## config.mk

```make
export PLATFORM = sky130hd
export DESIGN_NAME = i2c_master_transaction_sequencer_unit
export DESIGN_NICKNAME = d
export VERILOG_FILES = /design/src/design/i2cmts_pkg.sv /design/src/design/i2cmts_queue.sv /design/src/design/i2c_master_transaction_sequencer_unit.sv
export SDC_FILE = /design/constraint.sdc
export NUM_CORES = 1
export LEC_CHECK = 0
export ABC_AREA = 1
export ABC_CLOCK_PERIOD_IN_PS = 5700
export BUFFER_PORTS_ARGS = -buffer_cell sky130_fd_sc_hd__buf_2
export CAP_MARGIN = 10
export CORE_MARGIN = 1.5
export CORE_UTILIZATION = 40
export DETAILED_ROUTE_END_ITERATION = 16
export PLACE_DENSITY_LB_ADDON = 0.1
export SYNTH_ARGS = -nofsm -noshare
export SYNTH_HDL_FRONTEND = slang
export SYNTH_SLANG_ARGS = --single-unit
```

## constraint.sdc

```tcl
create_clock -name clk -period 5.7 [get_ports clk]
set_input_delay 0.855 -clock clk [delete_from_list [all_inputs] [get_ports clk]]
set_output_delay 0.855 -clock clk [all_outputs]
set_load 0.01 [all_outputs]
```

## src/design/i2cmts_pkg.sv

```systemverilog
// Shared types and codes for the I2C master transaction sequencer.
// Holds the item kinds, bus command and status codes, phases and result word.
// No dependencies; every other design file imports this package.
package i2cmts_pkg;

  // Kind of an input word
  typedef enum logic [1:0] {
    KIND_EVENT = 2'd0,
    KIND_WRITE = 2'd1,
    KIND_READ  = 2'd2,
    KIND_PUSH  = 2'd3
  } kind_t;

  // Bus command issued to the two-wire interface
  typedef enum logic [2:0] {
    CMD_NONE    = 3'd0,
    CMD_START   = 3'd1,
    CMD_STOP    = 3'd2,
    CMD_SEND    = 3'd3,
    CMD_RD_ACK  = 3'd4,
    CMD_RD_NACK = 3'd5
  } cmd_t;

  // Transaction phase
  typedef enum logic [1:0] {
    PH_IDLE  = 2'd0,
    PH_WRITE = 2'd1,
    PH_ADDR  = 2'd2,
    PH_RX    = 2'd3
  } phase_t;

  // Masked status codes reported with a bus event
  localparam logic [7:0] ST_START    = 8'h08;
  localparam logic [7:0] ST_SLAW_ACK = 8'h18;
  localparam logic [7:0] ST_DATA_ACK = 8'h28;
  localparam logic [7:0] ST_SLAR_ACK = 8'h40;
  localparam logic [7:0] ST_RX_ACK   = 8'h50;
  localparam logic [7:0] ST_RX_NACK  = 8'h58;

  // Result queue depth
  localparam int Q_DEPTH = 4;
  localparam int Q_AW    = 2;
  localparam int Q_CW    = 3;

  // One result word
  typedef struct packed {
    cmd_t       cmd;
    logic [7:0] send_byte;
    logic       store_valid;
    logic [3:0] store_index;
    logic [7:0] store_byte;
    logic       busy;
    logic       refused;
    logic       last;
  } result_t;

endpackage

```

## src/design/i2cmts_queue.sv

```systemverilog
// Result queue of the I2C master transaction sequencer.
// Takes one or two result words per cycle and hands them out one at a time.
// Depends on i2cmts_pkg for the result word and queue depth.
module i2cmts_queue (
  input  logic                 clk,
  input  logic                 rst_n,
  input  logic [1:0]           push_cnt,
  input  i2cmts_pkg::result_t  push_res0,
  input  i2cmts_pkg::result_t  push_res1,
  output logic                 no_room,
  output logic                 out_valid,
  input  logic                 out_stall,
  output i2cmts_pkg::result_t  out_res
);
  import i2cmts_pkg::*;

  result_t          q_mem [Q_DEPTH];
  logic [Q_AW-1:0]  wr_ptr_r, wr_ptr_nxt;
  logic [Q_AW-1:0]  rd_ptr_r, rd_ptr_nxt;
  logic [Q_CW-1:0]  count_r, count_nxt;
  logic             pop;

  // Refuse new words unless two entries are free
  assign no_room   = count_r > Q_CW'(Q_DEPTH - 2);
  assign out_valid = count_r != '0;
  assign out_res   = q_mem[rd_ptr_r];
  assign pop       = out_valid && !out_stall;

  // Advance pointers and fill count
  always_comb begin
    wr_ptr_nxt = wr_ptr_r + Q_AW'(push_cnt);
    rd_ptr_nxt = rd_ptr_r + Q_AW'(pop);
    count_nxt  = count_r + Q_CW'(push_cnt) - Q_CW'(pop);
  end

  always_ff @(posedge clk) begin
    if (!rst_n) begin
      wr_ptr_r <= '0;
      rd_ptr_r <= '0;
      count_r  <= '0;
    end else begin
      wr_ptr_r <= wr_ptr_nxt;
      rd_ptr_r <= rd_ptr_nxt;
      count_r  <= count_nxt;
    end
  end

  // Store the words in arrival order
  always_ff @(posedge clk) begin
    if (push_cnt != 2'd0) begin
      q_mem[wr_ptr_r] <= push_res0;
    end
    if (push_cnt == 2'd2) begin
      q_mem[wr_ptr_r + Q_AW'(1)] <= push_res1;
    end
  end

  a_count_bound: assert property (@(posedge clk) disable iff (!rst_n)
    count_r <= Q_CW'(Q_DEPTH))
    else $error("result queue count above depth");

  a_push_room: assert property (@(posedge clk) disable iff (!rst_n)
    push_cnt != 2'd0 |-> !no_room)
    else $error("result pushed without two free entries");

  a_push_cnt: assert property (@(posedge clk) disable iff (!rst_n)
    push_cnt != 2'd3)
    else $error("more than two results pushed in one cycle");

endmodule

```

## src/design/i2c_master_transaction_sequencer_unit.sv

```systemverilog
// Top level of the I2C master transaction sequencer.
// Decodes each word against the transaction state and queues its results.
// Depends on i2cmts_pkg and i2cmts_queue.
//
//   channel | direction | handshake        | word
//   in_     | input     | valid / stall    | kind, status, bytes, addresses, count
//   out_    | output    | valid / stall    | bus command, stored byte, flags
//   cfg_    | input     | valid / ready    | end-marker byte
//
// An input word is decoded in the cycle it is accepted; its one or two results
// enter a four-entry queue and appear on out_ behind any earlier results.
// One word per cycle is taken while at least two queue entries are free.
// in_stall rises only while fewer than two queue entries are free.
// Reset (rst_n low, synchronous) empties the queue and the transmit buffer
// count and returns to idle; the end marker resets to 0. cfg_ready is always high.
module i2c_master_transaction_sequencer_unit #(
  parameter int RX_DEPTH = 16,
  parameter int TX_DEPTH = 16
) (
  input  logic       clk,
  input  logic       rst_n,
  input  logic       in_valid,
  output logic       in_stall,
  input  logic [1:0] in_kind,
  input  logic [7:0] in_bus_status,
  input  logic [7:0] in_received_byte,
  input  logic [6:0] in_device_address,
  input  logic [7:0] in_register_address,
  input  logic [4:0] in_read_count,
  input  logic [7:0] in_push_byte,
  output logic       out_valid,
  input  logic       out_stall,
  output logic [2:0] out_bus_command,
  output logic [7:0] out_send_byte,
  output logic       out_store_valid,
  output logic [3:0] out_store_index,
  output logic [7:0] out_store_byte,
  output logic       out_busy_flag,
  output logic       out_refused,
  output logic       out_last_of_run,
  input  logic       cfg_valid,
  output logic       cfg_ready,
  input  logic [7:0] cfg_end_marker
);
  import i2cmts_pkg::*;

  localparam int TX_CW = $clog2(TX_DEPTH + 1);
  localparam int TX_AW = (TX_DEPTH > 1) ? $clog2(TX_DEPTH) : 1;
  localparam int RX_CW = $clog2(RX_DEPTH + 1);
  localparam int RC_W  = (RX_CW > 5) ? RX_CW : 5;

  // State
  phase_t           phase_r, phase_nxt;
  logic [TX_CW-1:0] fill_r, fill_nxt;
  logic [TX_CW-1:0] ptr_r, ptr_nxt;
  logic [RX_CW-1:0] br_r, br_nxt;
  logic [7:0]       wab_r, wab_nxt;
  logic [7:0]       target_r, target_nxt;
  logic [7:0]       end_marker_r;
  logic [7:0]       head_r;
  logic [7:0]       tx_mem [TX_DEPTH];

  // Decode signals
  kind_t            kind;
  logic             acc;
  logic             busy;
  logic             tx_full;
  logic             head_ok;
  logic             do_stop;
  logic [RX_CW-1:0] br_dec;
  logic [RC_W-1:0]  cnt_sat;
  logic             tx_we;
  logic [TX_AW-1:0] tx_waddr;

  // Queue side
  logic [1:0]       push_cnt;
  result_t          res0, res1, head_res;
  logic             q_no_room;

  assign cfg_ready = 1'b1;
  assign in_stall  = q_no_room;
  assign acc       = in_valid && !in_stall;
  assign kind      = kind_t'(in_kind);
  assign busy      = phase_r != PH_IDLE;
  assign tx_full   = fill_r >= TX_CW'(TX_DEPTH);
  assign head_ok   = (phase_r == PH_WRITE) && (ptr_r < fill_r) && (head_r != end_marker_r);
  assign br_dec    = (br_r != '0) ? br_r - RX_CW'(1) : br_r;
  assign tx_waddr  = fill_r[TX_AW-1:0];

  // Clamp the read count to one .. RX_DEPTH
  always_comb begin
    cnt_sat = RC_W'(in_read_count);
    if (cnt_sat == '0) begin
      cnt_sat = RC_W'(1);
    end
    if (cnt_sat > RC_W'(RX_DEPTH)) begin
      cnt_sat = RC_W'(RX_DEPTH);
    end
  end

  // Decide whether a bus event ends in a stop
  always_comb begin
    do_stop = 1'b0;
    if (kind == KIND_EVENT && busy) begin
      unique case (in_bus_status)
        ST_START, ST_SLAW_ACK, ST_SLAR_ACK, ST_RX_ACK: do_stop = 1'b0;
        ST_DATA_ACK: do_stop = !head_ok;
        default:     do_stop = 1'b1;
      endcase
    end
  end

  // Next transaction state
  always_comb begin
    phase_nxt  = phase_r;
    fill_nxt   = fill_r;
    ptr_nxt    = ptr_r;
    br_nxt     = br_r;
    wab_nxt    = wab_r;
    target_nxt = target_r;
    tx_we      = 1'b0;
    if (acc) begin
      unique case (kind)
        KIND_PUSH: begin
          if (!busy && !tx_full) begin
            tx_we    = 1'b1;
            fill_nxt = fill_r + TX_CW'(1);
          end
        end
        KIND_WRITE, KIND_READ: begin
          if (!busy) begin
            wab_nxt    = {in_device_address, 1'b0};
            target_nxt = in_register_address;
            if (kind == KIND_WRITE) begin
              phase_nxt = PH_WRITE;
              ptr_nxt   = '0;
            end else begin
              phase_nxt = PH_ADDR;
              br_nxt    = RX_CW'(cnt_sat);
            end
          end
        end
        KIND_EVENT: begin
          if (busy) begin
            if (in_bus_status == ST_DATA_ACK && head_ok) begin
              ptr_nxt = ptr_r + TX_CW'(1);
            end
            if (in_bus_status == ST_RX_ACK) begin
              br_nxt = br_dec;
            end
            if (do_stop) begin
              priority if (phase_r == PH_ADDR) begin
                phase_nxt = PH_RX;
              end else if (phase_r == PH_WRITE) begin
                phase_nxt = PH_IDLE;
                fill_nxt  = '0;
                ptr_nxt   = '0;
              end else begin
                phase_nxt = PH_IDLE;
              end
            end
          end
        end
        default: ;
      endcase
    end
  end

  // Result words for the accepted input word
  always_comb begin
    res0       = '0;
    res1       = '0;
    res0.cmd   = CMD_NONE;
    res1.cmd   = CMD_START;
    res0.last  = 1'b1;
    res1.last  = 1'b1;
    res0.busy  = phase_nxt != PH_IDLE;
    res1.busy  = phase_nxt != PH_IDLE;
    push_cnt   = acc ? 2'd1 : 2'd0;
    unique case (kind)
      KIND_PUSH: begin
        res0.refused = busy || tx_full;
      end
      KIND_WRITE, KIND_READ: begin
        if (busy) begin
          res0.refused = 1'b1;
        end else begin
          res0.cmd = CMD_START;
        end
      end
      KIND_EVENT: begin
        if (busy) begin
          unique case (in_bus_status)
            ST_START: begin
              res0.cmd       = CMD_SEND;
              res0.send_byte = (phase_r == PH_RX) ? {wab_r[7:1], 1'b1} : wab_r;
            end
            ST_SLAW_ACK: begin
              res0.cmd       = CMD_SEND;
              res0.send_byte = target_r;
            end
            ST_DATA_ACK: begin
              if (head_ok) begin
                res0.cmd       = CMD_SEND;
                res0.send_byte = head_r;
              end
            end
            ST_SLAR_ACK: begin
              res0.cmd = (br_r > RX_CW'(1)) ? CMD_RD_ACK : CMD_RD_NACK;
            end
            ST_RX_ACK: begin
              res0.store_valid = 1'b1;
              res0.store_index = 4'(br_dec);
              res0.store_byte  = in_received_byte;
              res0.cmd = (br_dec > RX_CW'(1)) ? CMD_RD_ACK : CMD_RD_NACK;
            end
            ST_RX_NACK: begin
              res0.store_valid = 1'b1;
              res0.store_byte  = in_received_byte;
            end
            default: ;
          endcase
          if (do_stop) begin
            res0.cmd = CMD_STOP;
            if (phase_r == PH_ADDR) begin
              res0.last = 1'b0;
              push_cnt  = acc ? 2'd2 : 2'd0;
            end
          end
        end
      end
      default: ;
    endcase
  end

  // Hold control state
  always_ff @(posedge clk) begin
    if (!rst_n) begin
      phase_r      <= PH_IDLE;
      fill_r       <= '0;
      ptr_r        <= '0;
      br_r         <= '0;
      wab_r        <= '0;
      target_r     <= '0;
      end_marker_r <= '0;
    end else begin
      phase_r  <= phase_nxt;
      fill_r   <= fill_nxt;
      ptr_r    <= ptr_nxt;
      br_r     <= br_nxt;
      wab_r    <= wab_nxt;
      target_r <= target_nxt;
      if (cfg_valid && cfg_ready) begin
        end_marker_r <= cfg_end_marker;
      end
    end
  end

  // Transmit buffer write
  always_ff @(posedge clk) begin
    if (tx_we) begin
      tx_mem[tx_waddr] <= in_push_byte;
    end
  end

  // Prefetch the byte at the next read pointer, passing a same-cycle write through
  always_ff @(posedge clk) begin
    if (tx_we && tx_waddr == ptr_nxt[TX_AW-1:0]) begin
      head_r <= in_push_byte;
    end else begin
      head_r <= tx_mem[ptr_nxt[TX_AW-1:0]];
    end
  end

  i2cmts_queue u_queue (
    .clk       (clk),
    .rst_n     (rst_n),
    .push_cnt  (push_cnt),
    .push_res0 (res0),
    .push_res1 (res1),
    .no_room   (q_no_room),
    .out_valid (out_valid),
    .out_stall (out_stall),
    .out_res   (head_res)
  );

  // Drive the result ports
  assign out_bus_command = head_res.cmd;
  assign out_send_byte   = head_res.send_byte;
  assign out_store_valid = head_res.store_valid;
  assign out_store_index = head_res.store_index;
  assign out_store_byte  = head_res.store_byte;
  assign out_busy_flag   = head_res.busy;
  assign out_refused     = head_res.refused;
  assign out_last_of_run = head_res.last;

  a_fill_bound: assert property (@(posedge clk) disable iff (!rst_n)
    fill_r <= TX_CW'(TX_DEPTH))
    else $error("transmit fill above buffer depth");

  a_ptr_le_fill: assert property (@(posedge clk) disable iff (!rst_n)
    ptr_r <= fill_r)
    else $error("transmit pointer ahead of fill");

  a_addr_to_rx: assert property (@(posedge clk) disable iff (!rst_n)
    acc && do_stop && phase_r == PH_ADDR |=> phase_r == PH_RX)
    else $error("stop in read address phase did not enter receive");

  a_busy_push_held: assert property (@(posedge clk) disable iff (!rst_n)
    acc && busy && kind == KIND_PUSH |=> fill_r == $past(fill_r))
    else $error("push taken while busy");

endmodule
```

### Yosys cells after proc, flatten, opt, wreduce, memory -nomap -nowiden

Memory sizes are Yosys's and may differ from the RTL's. A register that Yosys moved wholly into a read port is not among the register bits.
Index checks and enable logic that the tools add are counted.

| storage, ports and cells | value |
|---|---|
| flip-flop bits (word level) | 47 |
| latch bits | 0 |
| RAM bits | 236 |
| memory bits (read-only) | 0 |
| input port bits | 59 |
| output and inout port bits | 30 |
| memories kept | 2 |

| cells by class | value |
|---|---|
| $add $sub $neg | 8 |
| $mul | 0 |
| divide/modulo/power cells | 0 |
| magnitude comparators | 6 |
| equality and inequality tests | 23 |
| shifts and indexed selects | 0 |
| mux-type cells | 68 |
| bitwise gates (word level) | 1 |
| reductions and logical operators | 30 |

Memory list:

| memory | depth | width | read ports | clocked after memory_dff | wr ports | line | RTL |
|---|---|---|---|---|---|---|---|
| tx_mem | 16 | 8 | 1 | 1 | 1 | i2c_master_transaction_sequencer_unit.sv:61 | `logic [7:0] tx_mem [TX_DEPTH];` |
| u_queue.q_mem | 4 | 27 | 1 | 1 | 2 | i2cmts_queue.sv:17 | `result_t q_mem [Q_DEPTH];` |

Operators by type and width:

| operator | count |
|---|---|
| $mux W5 | 19 |
| $pmux W5 S2 | 3 |
| $eq A8 B7 Y1 const B | 3 |
| $mux W2 | 12 |
| $mux W24 | 1 |
| $pmux W8 S3 | 1 |
| $mux W1 | 21 |
| $mux W21 | 1 |
| $ne A2 B2 Y1 const B | 7 |
| $pmux W3 S4 | 1 |
| $add A5 B1 Y5 const B | 2 |
| $eq A2 B2 Y1 const B | 5 |
| $gt A5 B1 Y1 const B | 2 |
| $mux W10 | 1 |
| $reduce_bool A2 Y1 | 5 |
| $eq A8 B4 Y1 const B | 1 |
| $eq A8 B5 Y1 const B | 1 |
| $eq A8 B6 Y1 const B | 1 |
| $mux W4 | 2 |
| $mux W8 | 1 |
| $ne A8 B8 Y1 | 1 |
| $logic_and A1 B1 Y1 | 7 |
| $reduce_and A7 Y1 | 1 |
| $pmux W3 S2 | 1 |
| 27 further kinds | 36 |

### Longest topological paths before layout

| logic depth | value |
|---|---|
| depth after elaboration | 12 |
| mapped depth | 27 |
| gate-level depth less buffers | 25 |

### By module

From an unflattened synthesis, not the netlist that was laid out.

| second synthesis, totals | value |
|---|---|
| cells, all modules | 1,543 |
| area total of the unflattened synthesis | 14,461.4 sq um |

Modules (own cells, without submodules):

| module | times used | cells an instance | area each (sq um) | sequential area each (sq um) |
|---|---|---|---|---|
| i2c_master_transaction_sequencer_unit | 1 | 960 | 8,324.2 | 4,724.5 |
| i2cmts_queue | 1 | 583 | 6,137.1 | 3,383.2 |

### Least setup slack after synthesis

No wires, ideal clock.

| path | value |
|---|---|
| path kind | input-to-reg |
| from | input in_kind[1] |
| to | register u_queue.count_r[2] |
| library setup time | 0.128 ns |
| data arrival time | 3.002 ns |
| required time | 5.572 ns |
| setup slack | 2.571 ns |
| stages on the path | 12 |
| path buffers | 0 |
| path through | inv_1 -> ha_1 -> clkinv_1 -> nor2_1 -> inv_1 -> nor2_8 -> nand3_1 -> ha_1 -> fa_1 -> xor2_1 -> inv_1 -> nor2_1 |

| between the ends | value |
|---|---|
| word-level cells in the longest chain between the ends | 8 |

RTL lines:

| item | line | RTL |
|---|---|---|
| from (decl) | i2c_master_transaction_sequencer_unit.sv:24 | `input logic [1:0] in_kind,` |
| $logic_not A2 Y1 * | i2c_master_transaction_sequencer_unit.sv:104, i2c_master_transaction_sequencer_unit.sv:180 |  |
| $logic_and A1 B1 Y1 | i2c_master_transaction_sequencer_unit.sv:104 | `if (kind == KIND_EVENT && busy) begin` |
| $mux W1 | i2c_master_transaction_sequencer_unit.sv:104 |  |
| $mux W2 | i2c_master_transaction_sequencer_unit.sv:223 | `if (do_stop) begin` |
| $mux W2 | i2c_master_transaction_sequencer_unit.sv:192 | `if (busy) begin` |
| $mux W2 * | i2c_master_transaction_sequencer_unit.sv:180 | `unique case (kind)` |
| $add A3 B2 Y3 * | i2cmts_queue.sv:33 | `count_nxt = count_r + Q_CW'(push_cnt) - Q_CW'(pop);` |
| $sub A3 B1 Y3 * | i2cmts_queue.sv:33 |  |
| to (signal assigned) | i2cmts_queue.sv:44 | `count_r <= count_nxt;` |
| to (decl) | i2cmts_queue.sv:20 | `logic [Q_CW-1:0] count_r, count_nxt;` |

Every way passes the cells marked *; elsewhere a longest branch is shown, timed or not.
A chain may end at the register's enable or synchronous reset.

==> metrics <==
H-tree depth=1; gr usage total=a little over a fifth; width of the die=approximately 180 um; fmax=roughly 240 MHz; Slew HR=between 20% and 30%; clock buffer depth=3; estimated wirelength of the detail-placed design=roughly 24 mm; WL/cell=16.90 um; Vias=around 11000; Port Buf Inserts=slightly below 90; residual DRC count=0; Final GP Congestion=~0.86; cts bufs inserted=31; placement-stage worst setup slack=around 1700 ps; synthesized netlist cell count=~1600; ys async rst share=0%; VDD IR max=around 260 uV; worst path required time=6130 ps; status=complete, no violations; Flop pwr share=44.2%; switching share of power=between 20% and 30%; Yosys top cell area share=29.99%; multiplexer share of the synthesized area=0%; CTS resizes=0; post-CTS setup buffers=0; Clock Skew=around 17 ps; CTS tree=done; #FFs+latches synth=between 200 and 300; Cells after DPL=around 2100; die area=34140 um^2; # rows=66; drt pass-1 iters=5; yosys warns=0; initial antenna violation count=0; first-pass GRT wire length=~57 mm; Crit Path Class=flop to flop; Main synth FF type=dfxtp_1; Synth Area in Simple Gates=25.02%; CP startpoint kind=flop; Leak Pwr=between 6 and 7 nW; Avg Inst Size Synth=about 8 um^2; hold slack=440.6 ps; area leader, netlist=edfxtp_1; dominant cells by area after synthesis=edfxtp_1, dfxtp_1, nand2_1, inv_1, nand3_1; Hold Crit Class=flop to flop; Pins Over Slew Limit=0; Combinational Power Share=18.7%; clk root buf=clkbuf_16; Internal Dissipation=between 3 and 4 mW; initial DRC count=roughly 900; nets=1791; Tmin final=4098 ps; post-synth cell types=39; number of synthesized flops with an enable pin=about 130; fin util=46.05%; core area=between 30000 and 40000 um^2; total grt overflow=0; Worst-Skew Late Latency=between 500 and 600 ps; Crit. End Element=flop; Final WS setup=roughly 1600 ps; P_sw=1.553 mW; unrepaired setup endpoints after global routing=no; register area share after synthesis=a little over half; Final Setup Violations=0; CTS Hold Bufs=0; maxcap violations=0; Arrival @ worst endpoint=roughly 4500 ps; CTS Sinks=roughly 290; largest net degree at the start of global routing=70; Synth Cell Area=13220 um^2; post-synthesis compound-gate area fraction=10.26%; fraction of layout cells with a size suffix above 1=just under 10%; Final Cycle Share=between 70% and 80%; Clk pwr share=between 30% and 40%; Post-Synth XOR/XNOR Area=less than 1%; ANT cells=0; Adder-Cell Fraction of Synth Area=under 10%; via-per-instance ratio=between 5 and 6; power per cell area=between 300 and 400 nW/um^2; initial core utilization=40.62%; post-route insts no fill=2175; largest family of logic cells by synthesized area=simple AND/OR/NAND/NOR gates; Routed WL=about 37 mm; Layout area overhead=13.37%; I/O pins=89; Die Ht=between 150 and 200 um; Worst-Margin Slew=1063 ps; Worst-path clk slew=around 60 ps; Post-DRT Antenna Nets=0; Hold Violations, Final=0; start point of the worst hold path=u_queue.q_mem[2][20]; setup_tns=0 ps; Worst Path Max Fanout=17; number of global-route vias before repair=approximately 10000; Net Count, Synth=1729
[cells by family after synthesis]
family,Yosys count
adder cells (fa/ha/maj),23
buffers and inverters,274
AND/OR/NAND/NOR,801
flip-flops,287
XOR/XNOR,9
AO/OA/AOI/OAI,252
other,1
[path summary, 6_finish.rpt]
kind / to / slack, ps / depth (start not counted)
hold / removal: u_queue.q_mem[2][20] / 440 / 2
hold reg to reg: u_queue.q_mem[2][20] / 440 / 2
setup / recovery: u_queue.count_r[2] / 1600 / 18
setup reg to reg: u_queue.count_r[2] / 1600 / 18
[stage by stage]
| step | power [mW] | instance area [um^2] |
|---|---|---|
| after detailed placement | 3.388 | 13980 |
| after global routing | 5.594 | 14980 |
| after CTS | 5.372 | 14980 |
| final | 5.321 | 14980 |
| after floorplan | 3.038 | 13220 |
| after global placement | 3.388 | 13980 |
[flip-flops by register name, indices dropped and copies added (netlist names), named ones only]
name              count
tx_mem              128
u_queue.q_mem       108
end_marker_r          8
target_r              8
wab_r                 7
br_r                  5
fill_r                5
ptr_r                 5
u_queue.count_r       3
phase_r               2
u_queue.rd_ptr_r      2
u_queue.wr_ptr_r      2
[placed cells by master (no fill, tap or decap), drive strengths merged, types with 3 or more instances in the layout]
master    synthesis  final
nand3           140    140
o21ai           131    131
a21oi            72     72
inv             199    198
dfxtp           155    155
nand2           481    481
clkinvlp          0      3
o211ai            8      8
nor3             10     10
bufinv            0      3
xnor2             3      3
ha               22     22
o21a              5      5
o22ai            27     27
nor2            164    164
a221oi            3      3
xor2              6      6
clkinv            1     11
clkbuf           44     43
buf              30    102
edfxtp          132    132
[critical path, stage by stage, from the launching register on]
cell     delay, ps
dfxtp_1        830
inv_1          510
nand3_1        270
nand3_1        200
nand2_1        140
nand2_1         60
nand2_1         50
nand2_1         50
nor2_1         120
nand2_1        110
nand2_4        130
nand2_4         90
nor2_8         180
nand3_1        150
ha_1           370
fa_1           430
xor2_1         170
inv_1           60
nor2_1          30
[Yosys cell counts, types with 2 or more instances]
cell type,n
nand2_1,475
inv_1,193
nor2_1,163
dfxtp_1,155
nand3_1,136
edfxtp_1,132
o21ai_0,126
a21oi_1,71
clkbuf_1,44
o22ai_1,27
ha_1,22
buf_2,17
nor3_1,10
o211ai_1,8
buf_4,6
inv_2,6
xor2_1,6
buf_6,5
o21a_1,5
o21ai_1,5
nand3_4,4
a221oi_1,3
nand2_2,3
nand2_4,3
xnor2_1,3
a211oi_1,2
a31oi_1,2
buf_1,2
nand4_1,2
nor4_1,2
[power by group through the flow]
stage,logic [mW],clock network [mW],registers [mW]
after floorplan,0.662,0,2.38
after global placement,0.997,0,2.39
after detailed placement,0.998,0,2.39
after CTS,1.00,2.02,2.35
after global routing,1.13,2.10,2.36
final,0.996,1.98,2.35
[routing by layer]
| layer | routed length, um | vias up | GRT usage [%] |
|---|---|---|---|
| met4 | 454 | 0 | 4.228 |
| met5 | 0 | - | 0 |
| met2 | 15980 | 306 | 33.13 |
| li1 | - | 5448 | - |
| met3 | 2009 | 35 | 2.556 |
| met1 | 18310 | 5164 | 32.86 |
[cell type report]
type,count,area [um^2]
Clock buffer,42,847.1
Clock inverter,15,151.4
Fill cell,3276,17550
Inverter,200,750.7
Multi-Input combinational cell,1086,5061
Sequential cell,287,7068
Tap cell,442,553.0
Timing Repair Buffer,103,553.0
Power figures use the tool's default switching activity.
